$ cat src/hw/rtl/mrrs_pkg.sv
// Types and constants of the mailbox round-trip retry sequencer.
package mrrs_pkg;

  typedef enum logic [3:0] {
    PH_IDLE    = 4'b0001,
    PH_SPACE   = 4'b0010,
    PH_DRAIN   = 4'b0100,
    PH_BACKOFF = 4'b1000
  } phase_e;

  typedef enum logic [2:0] {
    OC_OK      = 3'd0,
    OC_EMPTY   = 3'd1,
    OC_WRFULL  = 3'd2,
    OC_RACED   = 3'd3,
    OC_BADRESP = 3'd4
  } outcome_e;

  typedef enum logic [1:0] {
    CFG_BUFFER_ADDRESS = 2'd0,
    CFG_SPIN_LIMIT     = 2'd1,
    CFG_RETRY_LIMIT    = 2'd2,
    CFG_RETRY_DELAY    = 2'd3
  } cfg_idx_e;

  localparam logic OP_START = 1'b0;
  localparam logic OP_POLL  = 1'b1;

  localparam logic [31:0] RESP_OK   = 32'h8000_0000;
  localparam logic [31:0] CHAN_MASK = ~32'hF;
  localparam logic [31:0] CHAN_NUM  = 32'd8;

  localparam logic [31:0] SPIN_LIMIT_RST  = 32'd4000000;
  localparam logic [7:0]  RETRY_LIMIT_RST = 8'd8;
  localparam logic [15:0] RETRY_DELAY_RST = 16'd2000;

  typedef struct packed {
    logic [31:0] buffer_address;
    logic [31:0] spin_limit;
    logic [7:0]  retry_limit;
    logic [15:0] retry_delay;
  } cfg_t;

  typedef struct packed {
    logic        post_strobe;
    logic [31:0] post_word;
    logic        pop_strobe;
    logic        finished;
    outcome_e    outcome;
    logic [31:0] foreign_word;
    logic        busy_res;
  } result_t;

endpackage

$ cat src/hw/rtl/mrrs_if.sv
// Valid/ready channel interfaces for poll items and result items.
interface mrrs_in_if;
  logic        valid;
  logic        ready;
  logic        opcode;
  logic        write_full;
  logic        read_empty;
  logic [31:0] head_word;
  logic [31:0] response_code;

  modport source (output valid, opcode, write_full, read_empty, head_word, response_code,
                  input ready);
  modport sink (input valid, opcode, write_full, read_empty, head_word, response_code,
                output ready);
endinterface

interface mrrs_out_if;
  logic        valid;
  logic        ready;
  logic        post_strobe;
  logic [31:0] post_word;
  logic        pop_strobe;
  logic        finished;
  logic [2:0]  outcome;
  logic [31:0] foreign_word;
  logic        busy_res;

  modport source (output valid, post_strobe, post_word, pop_strobe, finished, outcome,
                  foreign_word, busy_res, input ready);
  modport sink (input valid, post_strobe, post_word, pop_strobe, finished, outcome,
                foreign_word, busy_res, output ready);
endinterface

$ cat src/hw/rtl/mrrs_cfg_regs.sv
// Configuration register file written through the plain write port.
module mrrs_cfg_regs (
  input  logic               clk_i,
  input  logic               rst_ni,
  input  logic               cfg_we_i,
  input  logic [1:0]         cfg_index_i,
  input  logic [31:0]        cfg_wdata_i,
  output mrrs_pkg::cfg_t     cfg_o
);
  import mrrs_pkg::*;

  cfg_t cfg_q;
  cfg_t cfg_d;

  always_comb begin
    cfg_d = cfg_q;
    if (cfg_we_i) begin
      unique case (cfg_idx_e'(cfg_index_i))
        CFG_BUFFER_ADDRESS: cfg_d.buffer_address = cfg_wdata_i;
        CFG_SPIN_LIMIT:     cfg_d.spin_limit     = cfg_wdata_i;
        CFG_RETRY_LIMIT:    cfg_d.retry_limit    = cfg_wdata_i[7:0];
        CFG_RETRY_DELAY:    cfg_d.retry_delay    = cfg_wdata_i[15:0];
        default:            cfg_d = cfg_q;
      endcase
    end
  end

  always_ff @(posedge clk_i or negedge rst_ni) begin
    if (!rst_ni) begin
      cfg_q.buffer_address <= '0;
      cfg_q.spin_limit     <= SPIN_LIMIT_RST;
      cfg_q.retry_limit    <= RETRY_LIMIT_RST;
      cfg_q.retry_delay    <= RETRY_DELAY_RST;
    end else begin
      cfg_q <= cfg_d;
    end
  end

  assign cfg_o = cfg_q;
endmodule

$ cat src/hw/rtl/mrrs_seq_core.sv
// Transaction state machine: computes the result of one item and updates state on accept.
module mrrs_seq_core (
  input  logic              clk_i,
  input  logic              rst_ni,
  input  mrrs_pkg::cfg_t    cfg_i,
  input  logic              accept_i,
  input  logic              opcode_i,
  input  logic              write_full_i,
  input  logic              read_empty_i,
  input  logic [31:0]       head_word_i,
  input  logic [31:0]       response_code_i,
  output mrrs_pkg::result_t result_o
);
  import mrrs_pkg::*;

  phase_e      phase_q, phase_d;
  logic [31:0] spin_q, spin_d;
  logic [7:0]  attempt_q, attempt_d;
  logic [15:0] backoff_q, backoff_d;
  logic        saw_q, saw_d;
  logic [31:0] raced_q, raced_d;

  logic        poll;
  logic [31:0] req_word;
  logic        end_req;
  outcome_e    end_oc;
  logic        begin_req;
  logic        matched;
  logic [31:0] spin_dec;
  logic [15:0] backoff_dec;
  logic [7:0]  lim;
  logic [7:0]  attempt_inc;

  assign poll     = (opcode_i == OP_POLL);
  assign req_word = (cfg_i.buffer_address & CHAN_MASK) | CHAN_NUM;
  assign lim      = (cfg_i.retry_limit == 8'd0) ? 8'd1 : cfg_i.retry_limit;
  assign spin_dec = spin_q - 32'd1;
  assign backoff_dec = (backoff_q != 16'd0) ? backoff_q - 16'd1 : 16'd0;
  assign matched  = !read_empty_i && (head_word_i == req_word);

  always_comb begin
    phase_d     = phase_q;
    spin_d      = spin_q;
    attempt_d   = attempt_q;
    backoff_d   = backoff_q;
    saw_d       = saw_q;
    raced_d     = raced_q;
    end_req     = 1'b0;
    end_oc      = OC_OK;
    begin_req   = 1'b0;
    attempt_inc = attempt_q;
    result_o    = '0;

    unique case (phase_q)
      PH_SPACE: begin
        if (poll) begin
          if (!write_full_i) begin
            result_o.post_strobe = 1'b1;
            result_o.post_word   = req_word;
            phase_d = PH_DRAIN;
            spin_d  = cfg_i.spin_limit;
            if (cfg_i.spin_limit == 32'd0) begin
              end_req = 1'b1;
              end_oc  = OC_EMPTY;
            end
          end else if (spin_q == 32'd0) begin
            end_req = 1'b1;
            end_oc  = OC_WRFULL;
          end else begin
            spin_d = spin_dec;
          end
        end
      end
      PH_DRAIN: begin
        if (poll) begin
          if (spin_q == 32'd0) begin
            end_req = 1'b1;
            end_oc  = saw_q ? OC_RACED : OC_EMPTY;
          end else begin
            if (!read_empty_i) begin
              result_o.pop_strobe = 1'b1;
              saw_d = 1'b1;
              if (!matched) raced_d = head_word_i;
            end
            if (matched) begin
              end_req = 1'b1;
              end_oc  = (response_code_i == RESP_OK) ? OC_OK : OC_BADRESP;
            end else begin
              spin_d = spin_dec;
              if (spin_dec == 32'd0) begin
                end_req = 1'b1;
                end_oc  = saw_d ? OC_RACED : OC_EMPTY;
              end
            end
          end
        end
      end
      PH_BACKOFF: begin
        if (poll) begin
          backoff_d = backoff_dec;
          if (backoff_dec == 16'd0) begin_req = 1'b1;
        end
      end
      default: begin
        // Idle: a start item opens a new transaction, a poll does nothing.
        if (!poll) begin
          attempt_d = 8'd0;
          backoff_d = 16'd0;
          begin_req = 1'b1;
        end
      end
    endcase

    if (end_req) begin
      // A successful attempt counts with wrap; a failed one saturates.
      if (end_oc == OC_OK || attempt_q != 8'hFF) begin
        attempt_inc = attempt_q + 8'd1;
      end
      attempt_d = attempt_inc;
      if (end_oc == OC_OK || attempt_inc >= lim) begin
        result_o.finished     = 1'b1;
        result_o.outcome      = end_oc;
        result_o.foreign_word = raced_d;
        phase_d = PH_IDLE;
      end else if (cfg_i.retry_delay == 16'd0) begin
        begin_req = 1'b1;
      end else begin
        phase_d   = PH_BACKOFF;
        backoff_d = cfg_i.retry_delay;
      end
    end

    if (begin_req) begin
      phase_d = PH_SPACE;
      spin_d  = cfg_i.spin_limit;
      saw_d   = 1'b0;
      raced_d = 32'd0;
    end

    result_o.busy_res = (phase_d != PH_IDLE);
  end

  always_ff @(posedge clk_i or negedge rst_ni) begin
    if (!rst_ni) begin
      phase_q   <= PH_IDLE;
      spin_q    <= '0;
      attempt_q <= '0;
      backoff_q <= '0;
      saw_q     <= 1'b0;
      raced_q   <= '0;
    end else if (accept_i) begin
      phase_q   <= phase_d;
      spin_q    <= spin_d;
      attempt_q <= attempt_d;
      backoff_q <= backoff_d;
      saw_q     <= saw_d;
      raced_q   <= raced_d;
    end
  end
endmodule

$ cat src/hw/rtl/mrrs_out_reg.sv
// Result register that holds one result item until the consumer takes it.
module mrrs_out_reg (
  input  logic              clk_i,
  input  logic              rst_ni,
  input  logic              load_i,
  input  mrrs_pkg::result_t result_i,
  input  logic              out_ready_i,
  output logic              out_valid_o,
  output logic              in_ready_o,
  output mrrs_pkg::result_t result_o
);
  import mrrs_pkg::*;

  logic    valid_q, valid_d;
  result_t data_q;

  // The slot frees up in the same cycle that its item is taken.
  assign in_ready_o = !valid_q || out_ready_i;
  assign valid_d    = load_i || (valid_q && !out_ready_i);

  always_ff @(posedge clk_i or negedge rst_ni) begin
    if (!rst_ni) begin
      valid_q <= 1'b0;
    end else begin
      valid_q <= valid_d;
    end
  end

  always_ff @(posedge clk_i) begin
    if (load_i) begin
      data_q <= result_i;
    end
  end

  assign out_valid_o = valid_q;
  assign result_o    = data_q;
endmodule

$ cat src/hw/rtl/mailbox_roundtrip_retry_sequencer.sv
// Top level of the mailbox round-trip retry sequencer.
//
//   channel   | direction | payload
//   ----------+-----------+-----------------------------------------------------------
//   in_chan   | in        | opcode, write_full, read_empty, head_word, response_code
//   out_chan  | out       | post_strobe, post_word, pop_strobe, finished, outcome,
//             |           | foreign_word, busy_res
//   cfg       | in        | cfg_we_i, cfg_index_i, cfg_wdata_i
//
// One item is accepted per cycle while the result register is free or being drained; its result
// appears there in the next cycle. The state update of the sequencer state machine sets the rate.
// Reset is asynchronous and active low; it idles the state machine and loads register defaults.
// A stalled result register holds its item and accepts a new one in the cycle it is taken.
module mailbox_roundtrip_retry_sequencer (
  input  logic        clk_i,
  input  logic        rst_ni,
  input  logic        cfg_we_i,
  input  logic [1:0]  cfg_index_i,
  input  logic [31:0] cfg_wdata_i,
  mrrs_in_if.sink     in_chan,
  mrrs_out_if.source  out_chan
);
  import mrrs_pkg::*;

  cfg_t    cfg;
  result_t core_res;
  result_t out_res;
  logic    accept;
  logic    in_ready;

  assign accept        = in_chan.valid && in_ready;
  assign in_chan.ready = in_ready;

  mrrs_cfg_regs u_cfg_regs (
    .clk_i       (clk_i),
    .rst_ni      (rst_ni),
    .cfg_we_i    (cfg_we_i),
    .cfg_index_i (cfg_index_i),
    .cfg_wdata_i (cfg_wdata_i),
    .cfg_o       (cfg)
  );

  mrrs_seq_core u_seq_core (
    .clk_i           (clk_i),
    .rst_ni          (rst_ni),
    .cfg_i           (cfg),
    .accept_i        (accept),
    .opcode_i        (in_chan.opcode),
    .write_full_i    (in_chan.write_full),
    .read_empty_i    (in_chan.read_empty),
    .head_word_i     (in_chan.head_word),
    .response_code_i (in_chan.response_code),
    .result_o        (core_res)
  );

  mrrs_out_reg u_out_reg (
    .clk_i       (clk_i),
    .rst_ni      (rst_ni),
    .load_i      (accept),
    .result_i    (core_res),
    .out_ready_i (out_chan.ready),
    .out_valid_o (out_chan.valid),
    .in_ready_o  (in_ready),
    .result_o    (out_res)
  );

  assign out_chan.post_strobe  = out_res.post_strobe;
  assign out_chan.post_word    = out_res.post_word;
  assign out_chan.pop_strobe   = out_res.pop_strobe;
  assign out_chan.finished     = out_res.finished;
  assign out_chan.outcome      = out_res.outcome;
  assign out_chan.foreign_word = out_res.foreign_word;
  assign out_chan.busy_res     = out_res.busy_res;
endmodule

$ cat src/flat_wrapper.sv
// flat-port wrapper written by rule: the top's interface ports become plain ports
module mailbox_roundtrip_retry_sequencer_flat import mrrs_pkg::*;
  (clk_i, rst_ni, cfg_we_i, cfg_index_i, cfg_wdata_i, in_chan_valid, in_chan_opcode, in_chan_write_full, in_chan_read_empty, in_chan_head_word, in_chan_response_code, in_chan_ready, out_chan_valid, out_chan_post_strobe, out_chan_post_word, out_chan_pop_strobe, out_chan_finished, out_chan_outcome, out_chan_foreign_word, out_chan_busy_res, out_chan_ready);
  mrrs_in_if in_chan_i ();
  mrrs_out_if out_chan_i ();
  input  logic clk_i;
  input  logic rst_ni;
  input  logic cfg_we_i;
  input  logic [1:0] cfg_index_i;
  input  logic [31:0] cfg_wdata_i;
  input wire logic [$bits(in_chan_i.valid)-1:0] in_chan_valid;
  input wire logic [$bits(in_chan_i.opcode)-1:0] in_chan_opcode;
  input wire logic [$bits(in_chan_i.write_full)-1:0] in_chan_write_full;
  input wire logic [$bits(in_chan_i.read_empty)-1:0] in_chan_read_empty;
  input wire logic [$bits(in_chan_i.head_word)-1:0] in_chan_head_word;
  input wire logic [$bits(in_chan_i.response_code)-1:0] in_chan_response_code;
  output wire logic [$bits(in_chan_i.ready)-1:0] in_chan_ready;
  output wire logic [$bits(out_chan_i.valid)-1:0] out_chan_valid;
  output wire logic [$bits(out_chan_i.post_strobe)-1:0] out_chan_post_strobe;
  output wire logic [$bits(out_chan_i.post_word)-1:0] out_chan_post_word;
  output wire logic [$bits(out_chan_i.pop_strobe)-1:0] out_chan_pop_strobe;
  output wire logic [$bits(out_chan_i.finished)-1:0] out_chan_finished;
  output wire logic [$bits(out_chan_i.outcome)-1:0] out_chan_outcome;
  output wire logic [$bits(out_chan_i.foreign_word)-1:0] out_chan_foreign_word;
  output wire logic [$bits(out_chan_i.busy_res)-1:0] out_chan_busy_res;
  input wire logic [$bits(out_chan_i.ready)-1:0] out_chan_ready;
  assign in_chan_i.valid = in_chan_valid;
  assign in_chan_i.opcode = in_chan_opcode;
  assign in_chan_i.write_full = in_chan_write_full;
  assign in_chan_i.read_empty = in_chan_read_empty;
  assign in_chan_i.head_word = in_chan_head_word;
  assign in_chan_i.response_code = in_chan_response_code;
  assign in_chan_ready = in_chan_i.ready;
  assign out_chan_valid = out_chan_i.valid;
  assign out_chan_post_strobe = out_chan_i.post_strobe;
  assign out_chan_post_word = out_chan_i.post_word;
  assign out_chan_pop_strobe = out_chan_i.pop_strobe;
  assign out_chan_finished = out_chan_i.finished;
  assign out_chan_outcome = out_chan_i.outcome;
  assign out_chan_foreign_word = out_chan_i.foreign_word;
  assign out_chan_busy_res = out_chan_i.busy_res;
  assign out_chan_i.ready = out_chan_ready;
  mailbox_roundtrip_retry_sequencer u_core (.clk_i(clk_i), .rst_ni(rst_ni), .cfg_we_i(cfg_we_i), .cfg_index_i(cfg_index_i), .cfg_wdata_i(cfg_wdata_i), .in_chan(in_chan_i), .out_chan(out_chan_i));
endmodule
$ cat config.mk
export PLATFORM = sky130hd
export DESIGN_NAME = mailbox_roundtrip_retry_sequencer_flat
export DESIGN_NICKNAME = d
export VERILOG_FILES = /design/src/hw/rtl/mrrs_pkg.sv /design/src/hw/rtl/mrrs_if.sv /design/src/hw/rtl/mrrs_cfg_regs.sv /design/src/hw/rtl/mrrs_seq_core.sv /design/src/hw/rtl/mrrs_out_reg.sv /design/src/hw/rtl/mailbox_roundtrip_retry_sequencer.sv /design/src/flat_wrapper.sv
export SDC_FILE = /design/constraint.sdc
export NUM_CORES = 1
export LEC_CHECK = 0
export ABC_AREA = 0
export BUFFER_PORTS_ARGS = -buffer_cell sky130_fd_sc_hd__buf_2
export CAP_MARGIN = 20
export CORE_ASPECT_RATIO = 1.25
export CORE_MARGIN = 2
export CORE_UTILIZATION = 30
export CTS_CLUSTER_DIAMETER = 120
export DETAILED_ROUTE_END_ITERATION = 8
export PLACE_DENSITY_LB_ADDON = 0.25
export SLEW_MARGIN = 20
export SYNTH_ARGS = -nofsm -noshare
export SYNTH_HDL_FRONTEND = slang
export SYNTH_HIERARCHICAL = 1
export SYNTH_SLANG_ARGS = --single-unit
export TNS_END_PERCENT = 20
$ cat constraint.sdc
create_clock -name clk_i -period 11.25 [get_ports clk_i]
set_clock_uncertainty 0.15 [all_clocks]
set_input_delay 1.125 -clock clk_i [delete_from_list [all_inputs] [get_ports clk_i]]
set_output_delay 1.125 -clock clk_i [all_outputs]
set_load 0.1 [all_outputs]
; ---- After elaboration in Yosys (flattened, before gate mapping)
; Cells that the tools add are included.
[classes]
n_addsub = 3
mul = 0
div_mod_pow = 0
n_lt_le_gt_ge = 1
eq_ne = 18
shift = 0
n_mux = 73
bitwise = 3
reduce_logical = 35
[op_table]
columns = operator, n
row1 = 2-to-1 mux 32 bit, 13
row2 = logical NOT 32 bit, 3
row3 = 2-to-1 mux 16 bit, 6
row4 = one-hot mux 32 bit (2 select lines), 1
row5 = 2-to-1 mux 8 bit, 6
row6 = 2-to-1 mux 36 bit, 1
row7 = 2-to-1 mux 33 bit, 1
row8 = equality test 32 bit, 1
row9 = equality test 32 bit (second input constant), 1
row10 = logical NOT 16 bit, 2
row11 = one-hot mux 16 bit (2 select lines), 1
row12 = subtractor 32 x 1 -> 32 bit (second input constant), 1
row13 = 2-to-1 mux 4 bit, 7
row14 = 2-to-1 mux 1 bit, 24
row15 = 2-to-1 mux 3 bit, 6
row16 = nonzero test 16 bit, 1
row17 = subtractor 16 x 1 -> 16 bit (second input constant), 1
row18 = != test 3 bit (second input constant), 4
row19 = AND reduction 2 bit, 6
row20 = OR reduction 3 bit, 3
row21 = adder 8 x 1 -> 8 bit (second input constant), 1
row22 = greater-or-equal comparator 8 bit, 1
row23 = logical NOT 8 bit, 1
row24 = 2-to-1 mux 2 bit, 4
row25 = 24 further kinds, 37
[word_totals]
reg_bits = 253
latchBits = 0
mem_bits_rw = 0
romBits = 0
inputBits = 106
n_memories = 0

; ---- Depth between registers and ports, before layout
[logic_depth]
word_depth = 20
mapped_depth = 24
ltp_nobuf = 20

; ---- Modules after synthesis
; Netlist, hierarchy kept.
[modules_own_cells]
columns = module, n_inst, cells_each, area_each_um2, seq_area_each_um2
row1 = mrrs_seq_core, 1, 899, 7717.4, 2328.5
row2 = mrrs_cfg_regs, 1, 187, 3337.0, 2219.6
row3 = mrrs_out_reg, 1, 74, 2179.6, 2157.1
row4 = mailbox_roundtrip_retry_sequencer, 1, 1, 6.3, 0.0

; ---- Least setup slack after synthesis
; Ideal clock, no wire load.
[synth_timing]
path_type = input to register
start = input in_chan_head_word[5]
end = register u_core.u_seq_core.spin_q[21]
setup_ns = 0.121
arrival_ns = 5.389
slack_ns = 5.590
path_stages = 20
path_buffers = 2
path_cell_list = xor2_1 -> or4_1 -> nor4_1 -> o211ai_1 -> a21boi_2 -> a31o_4 -> nand3_1 -> buf_2 -> xnor2_1 -> ha_1 -> nand2b_1 -> a21o_1 -> a21oi_1 -> o21ai_0 -> a311o_1 -> or3_1 -> o21ai_2 -> buf_2 -> o21ai_0 -> a22o_1
[synth_between]
elab_chain_cells = 16
word_cells_on_any_way = 26
[synth_rtl]
columns = item, line_no
row1 = start: declaration, flat_wrapper.sv:15  ; input wire logic [$bits(in_chan_i.head_word)-1:0] in_chan_head_word;
row2 = equality test 32 bit (*), mrrs_seq_core.sv:39  ; assign matched = !read_empty_i && (head_word_i == req_word);
row3 = logical AND 1 bit (*), mrrs_seq_core.sv:39
row4 = 2-to-1 mux 3 bit, mrrs_seq_core.sv:85  ; if (matched) begin
row5 = 2-to-1 mux 3 bit, mrrs_seq_core.sv:76  ; if (spin_q == 32'd0) begin
row6 = 2-to-1 mux 3 bit, mrrs_seq_core.sv:75  ; if (poll) begin
row7 = one-hot mux 3 bit (2 select lines), mrrs_seq_core.sv:54  ; unique case (phase_q)
row8 = logical NOT 3 bit, "mrrs_seq_core.sv:116, mrrs_seq_core.sv:120"
row9 = logical OR 1 bit, mrrs_seq_core.sv:116  ; if (end_oc == OC_OK || attempt_q != 8'hFF) begin
row10 = 2-to-1 mux 8 bit, mrrs_seq_core.sv:116
row11 = 2-to-1 mux 8 bit, mrrs_seq_core.sv:114  ; if (end_req) begin
row12 = greater-or-equal comparator 8 bit, mrrs_seq_core.sv:120  ; if (end_oc == OC_OK || attempt_inc >= lim) begin
row13 = logical OR 1 bit, mrrs_seq_core.sv:120
row14 = 2-to-1 mux 1 bit, mrrs_seq_core.sv:120
row15 = 2-to-1 mux 1 bit, mrrs_seq_core.sv:114
row16 = != test 4 bit (no source line) (tied with other cells), n/a
row17 = AND reduction 7 bit (no source line), n/a
row18 = end signal: assignment, mrrs_seq_core.sv:153  ; spin_q <= spin_d;
row19 = end: declaration, mrrs_seq_core.sv:17  ; logic [31:0] spin_q, spin_d;
; Mark *: on every way between the ends. The rest lies on a longest branch, timed or not. The select of a mux whose other input is x is not followed.
; A chain may end at the register's enable or synchronous reset.

; ---- Worst setup path after layout
[layout_timing]
start = register u_core.u_seq_core.spin_q[0]
end = register u_core.u_seq_core.spin_q[16]
[layout_between]
elab_chain_cells = 17
word_cells_on_any_way = 42
[layout_rtl]
columns = item, line_no
row1 = subtractor 32 x 1 -> 32 bit, mrrs_seq_core.sv:37  ; assign spin_dec = spin_q - 32'd1;
row2 = logical NOT 32 bit, mrrs_seq_core.sv:90  ; if (spin_dec == 32'd0) begin
row3 = 2-to-1 mux 2 bit, mrrs_seq_core.sv:90
row4 = 2-to-1 mux 3 bit, mrrs_seq_core.sv:85
row5 = 2-to-1 mux 3 bit, mrrs_seq_core.sv:76
row6 = 2-to-1 mux 3 bit, mrrs_seq_core.sv:75
row7 = one-hot mux 3 bit (2 select lines), mrrs_seq_core.sv:54
row8 = logical NOT 3 bit, "mrrs_seq_core.sv:116, mrrs_seq_core.sv:120"
row9 = logical OR 1 bit, mrrs_seq_core.sv:116
row10 = 2-to-1 mux 8 bit, mrrs_seq_core.sv:116
row11 = 2-to-1 mux 8 bit, mrrs_seq_core.sv:114
row12 = greater-or-equal comparator 8 bit, mrrs_seq_core.sv:120
row13 = logical OR 1 bit, mrrs_seq_core.sv:120
row14 = 2-to-1 mux 1 bit, mrrs_seq_core.sv:120
row15 = 2-to-1 mux 1 bit, mrrs_seq_core.sv:114
row16 = != test 4 bit (no source line) (tied with other cells), n/a
row17 = AND reduction 7 bit (no source line), n/a
; Several ways; a longest one is shown, not always the timed one. The select of a mux whose other input is x is not followed.

==> metrics.md <==
| Metric | Value |
|---|---|
| Status | finished, final reports clean |
| Core Area | 43,100 um2 |
| Worst slew pin tran | 1.01 ns |
| GR Util met2 | 0.279 |
| Nets | between 1,000 and 1,500 |
| Final Hold Viols | 0 |
| Global route hottest layer | met2 |
| Initial antenna violation count | 2 |
| Fin area | approximately 15,000 um2 |
| Clock-pin slew on the worst setup and hold paths | 0.06 ns |
| Std cell rows | 85 |
| Area growth, synth to finish | 16.3% |
| GRT Util Overall | 0.162 |
| CP Launch Type | flop |
| Diode count | 0 |
| Chip Height | 238 um |
| Grt ovf | 0 |
| Tcrit/Tclk final | 0.606 |
| Clk_lat worst skew | 0.55 ns |
| Post-CTS resize count | 0 |
| Clock buffer count from CTS | 27 |
| WP data required | 11.53 ns |
| F_max | 147 MHz |
| Syn. warnings | 6 |
| WS Path Type | flop to flop |
| CP peak stage delay | between 0.6 and 0.7 ns |
| Layout cells sized above 1 | 0.276 |
| Mapped cell area | 13,100 um2 |
| Met1 Usage GRT | 0.210 |
| RSZ-0062 raised after global routing | no |
| Worst IR Drop VDD | 0.107 mV |
| Post-CTS Setup Bufs | 0 |
| Vias in the first global route | 9,416 |
| Crit-path cells | inv_1 > ha_1 > nor4b_2 > nand4_2 > o31ai_1 > nand4_1 > nor4_2 > a31o_4 > nand3_1 > xnor2_1 > ha_1 > nand2b_1 > a21o_1 > a21oi_1 > o21ai_0 > a311o_1 > nor2_1 > a211o_2 > buf_4 > o21ai_0 > a22o_1 |
| Total die area | 45,300 um2 |
| Max Transition Viols Final | 0 |
| Non-filler instance count after layout | around 1,900 |
| Post-DP HPWL | about 27,000 um |
| CTS tree | yes |
| Total Routed Length | 37,000 um |
| Placed cell count | 1,843 |
| Clock Sinks | 249 |
| GP Congestion | 0.832 |
| Die X | about 190 um |
| Avg WL per Cell | 19.6 um |
| Hold Slack | 0.326 ns |
| Max-cap violations | 0 |
| Power Density | 214 nW/um2 |
| Syn Area/Cell | between 10 and 15 um2 |
| Post-route ant nets | 0 |
| DRC Markers | 0 |
| Cells after Synth | 1,153 |
| Critical Path Fanout Max | 63 |
| Final setup TNS | 0 ns |
| Max clock buf depth | 3 |
| Class of the tightest hold or removal check | input port to asynchronous set/reset pin |
| Post-DP Area | 14,400 um2 |
| Root Driver | clkbuf_16 |
| Drt pass-1 iters | 5 |
| H-tree levels | 1 |
| Worst slew margin | 0.325 |
| Initial core utilization | 0.304 |
| WP data arrival | 7.10 ns |
| Fin crit period | 6.82 ns |
| Via density | 5.10 |
| Core Util, Final | 0.354 |
| IO Port Bufs | 178 |
| P_leak | 6.22 nW |
| I/O pins | approximately 180 |
| Cts hold-fix bufs | 0 |
| CP max stage cell | nor4b_2 |
| Setup crit end kind | flop |
| Initial DRC Count | 693 |
| Pin count of the biggest net entering global routing | 74 |
| Global-route wire length before repair | 57,200 um |
| Vias post-DR | 9,641 |
| Met3 Track Usage GR | 0.0207 |
| Count of final setup violators | 0 |
[layer usage]
metal  wire [um]  up-vias
met3        1690       43
met5           0        -
met2       18300      224
met1       16200     4790
li1            -     4584
met4         915        0
[path summary, 6_finish.rpt]
check                                                endpoint                           from  slack [ns]  cells past startpoint
worst max-delay path             u_core/u_seq_core/spin_q[16]    u_core/u_seq_core/spin_q[0]        4.43                     21
worst max register to register   u_core/u_seq_core/spin_q[16]    u_core/u_seq_core/spin_q[0]        4.43                     21
worst min register to register  u_core/u_seq_core/raced_q[16]  u_core/u_seq_core/raced_q[16]        0.35                      1
max in group asynchronous         u_core/u_cfg_regs/cfg_o[73]                         rst_ni        9.28                      2
worst min-delay path               u_core/u_cfg_regs/cfg_o[5]                         rst_ni        0.33                      1
min in group clk_i              u_core/u_seq_core/raced_q[16]  u_core/u_seq_core/raced_q[16]        0.35                      1
[where the power goes]
| part | leakage [nW] | internal (mW) | switching (mW) |
|---|---|---|---|
| Combinational | 2.89 | 0.383 | 0.653 |
| Sequential | 2.92 | 1.12 | 0.216 |
| Clock | 0.408 | 0.512 | 0.373 |
[placed cells by master, fill, tap and decap left out, drive strengths merged, types with 4 or more instances in the layout]
cell type / n
dfstp: 15
nor3: 34
clkbuf: 35
nor4: 44
nand3b: 5
or3: 13
o31ai: 5
mux2: 84
nor4b: 4
buf: 190
o211ai: 5
xor2: 29
xnor2: 18
a21o: 7
nand2b: 7
o21a: 6
nor3b: 4
and2: 32
a21oi: 21
ha: 13
or4: 13
a22oi: 10
clkinvlp: 4
nor2: 87
and3: 8
nand3: 21
edfxtp: 71
mux2i: 73
a22o: 43
nand4: 20
o21ai: 70
nor2b: 8
a31oi: 9
o2bb2ai: 25
dfrtp: 163
nand2: 45
clkinv: 6
a31o: 4
inv: 40
[stage by stage]
step	setup WS, ns	power (mW)
after detailed placement	4.42	2.39
after global routing	3.82	3.45
after CTS	4.44	3.29
final	4.43	3.26
after global placement	4.46	2.37
after floorplan	5.59	2.12
[worst max-delay path, delay by kind of cell, from the launching register on]
kind	cells	cell delay, ns
buffers and inverters	2	0.70
xor gates and xnor gates	1	0.35
and+or+nand+nor	7	2.35
adders and majority gates	2	0.61
AOI/OAI and AO/OA	9	2.10
DFF	1	0.42
[flip-flops by register name (all words and copies together), names as in the netlist]
name and flops:
u_core/u_seq_core/saw_q 1, u_core/u_out_reg/result_o 71, u_core/u_seq_core/raced_q 32, u_core/u_out_reg/out_valid_o 1, u_core/u_seq_core/backoff_q 16, u_core/u_seq_core/spin_q 32
u_core/u_seq_core/attempt_q 8, u_core/u_cfg_regs/cfg_o 84, u_core/u_seq_core/phase_q 4
[area by class of cell]
class | instances | area [um2]
Fill cell | 4345 | 27800
Sequential cell | 249 | 6610
Multi-Input combinational cell | 800 | 5920
Timing Repair Buffer | 190 | 987
Tap cell | 565 | 707
Clock buffer | 35 | 706
Clock inverter | 14 | 156
Inverter | 39 | 146
(Power assumes the default switching activity.)
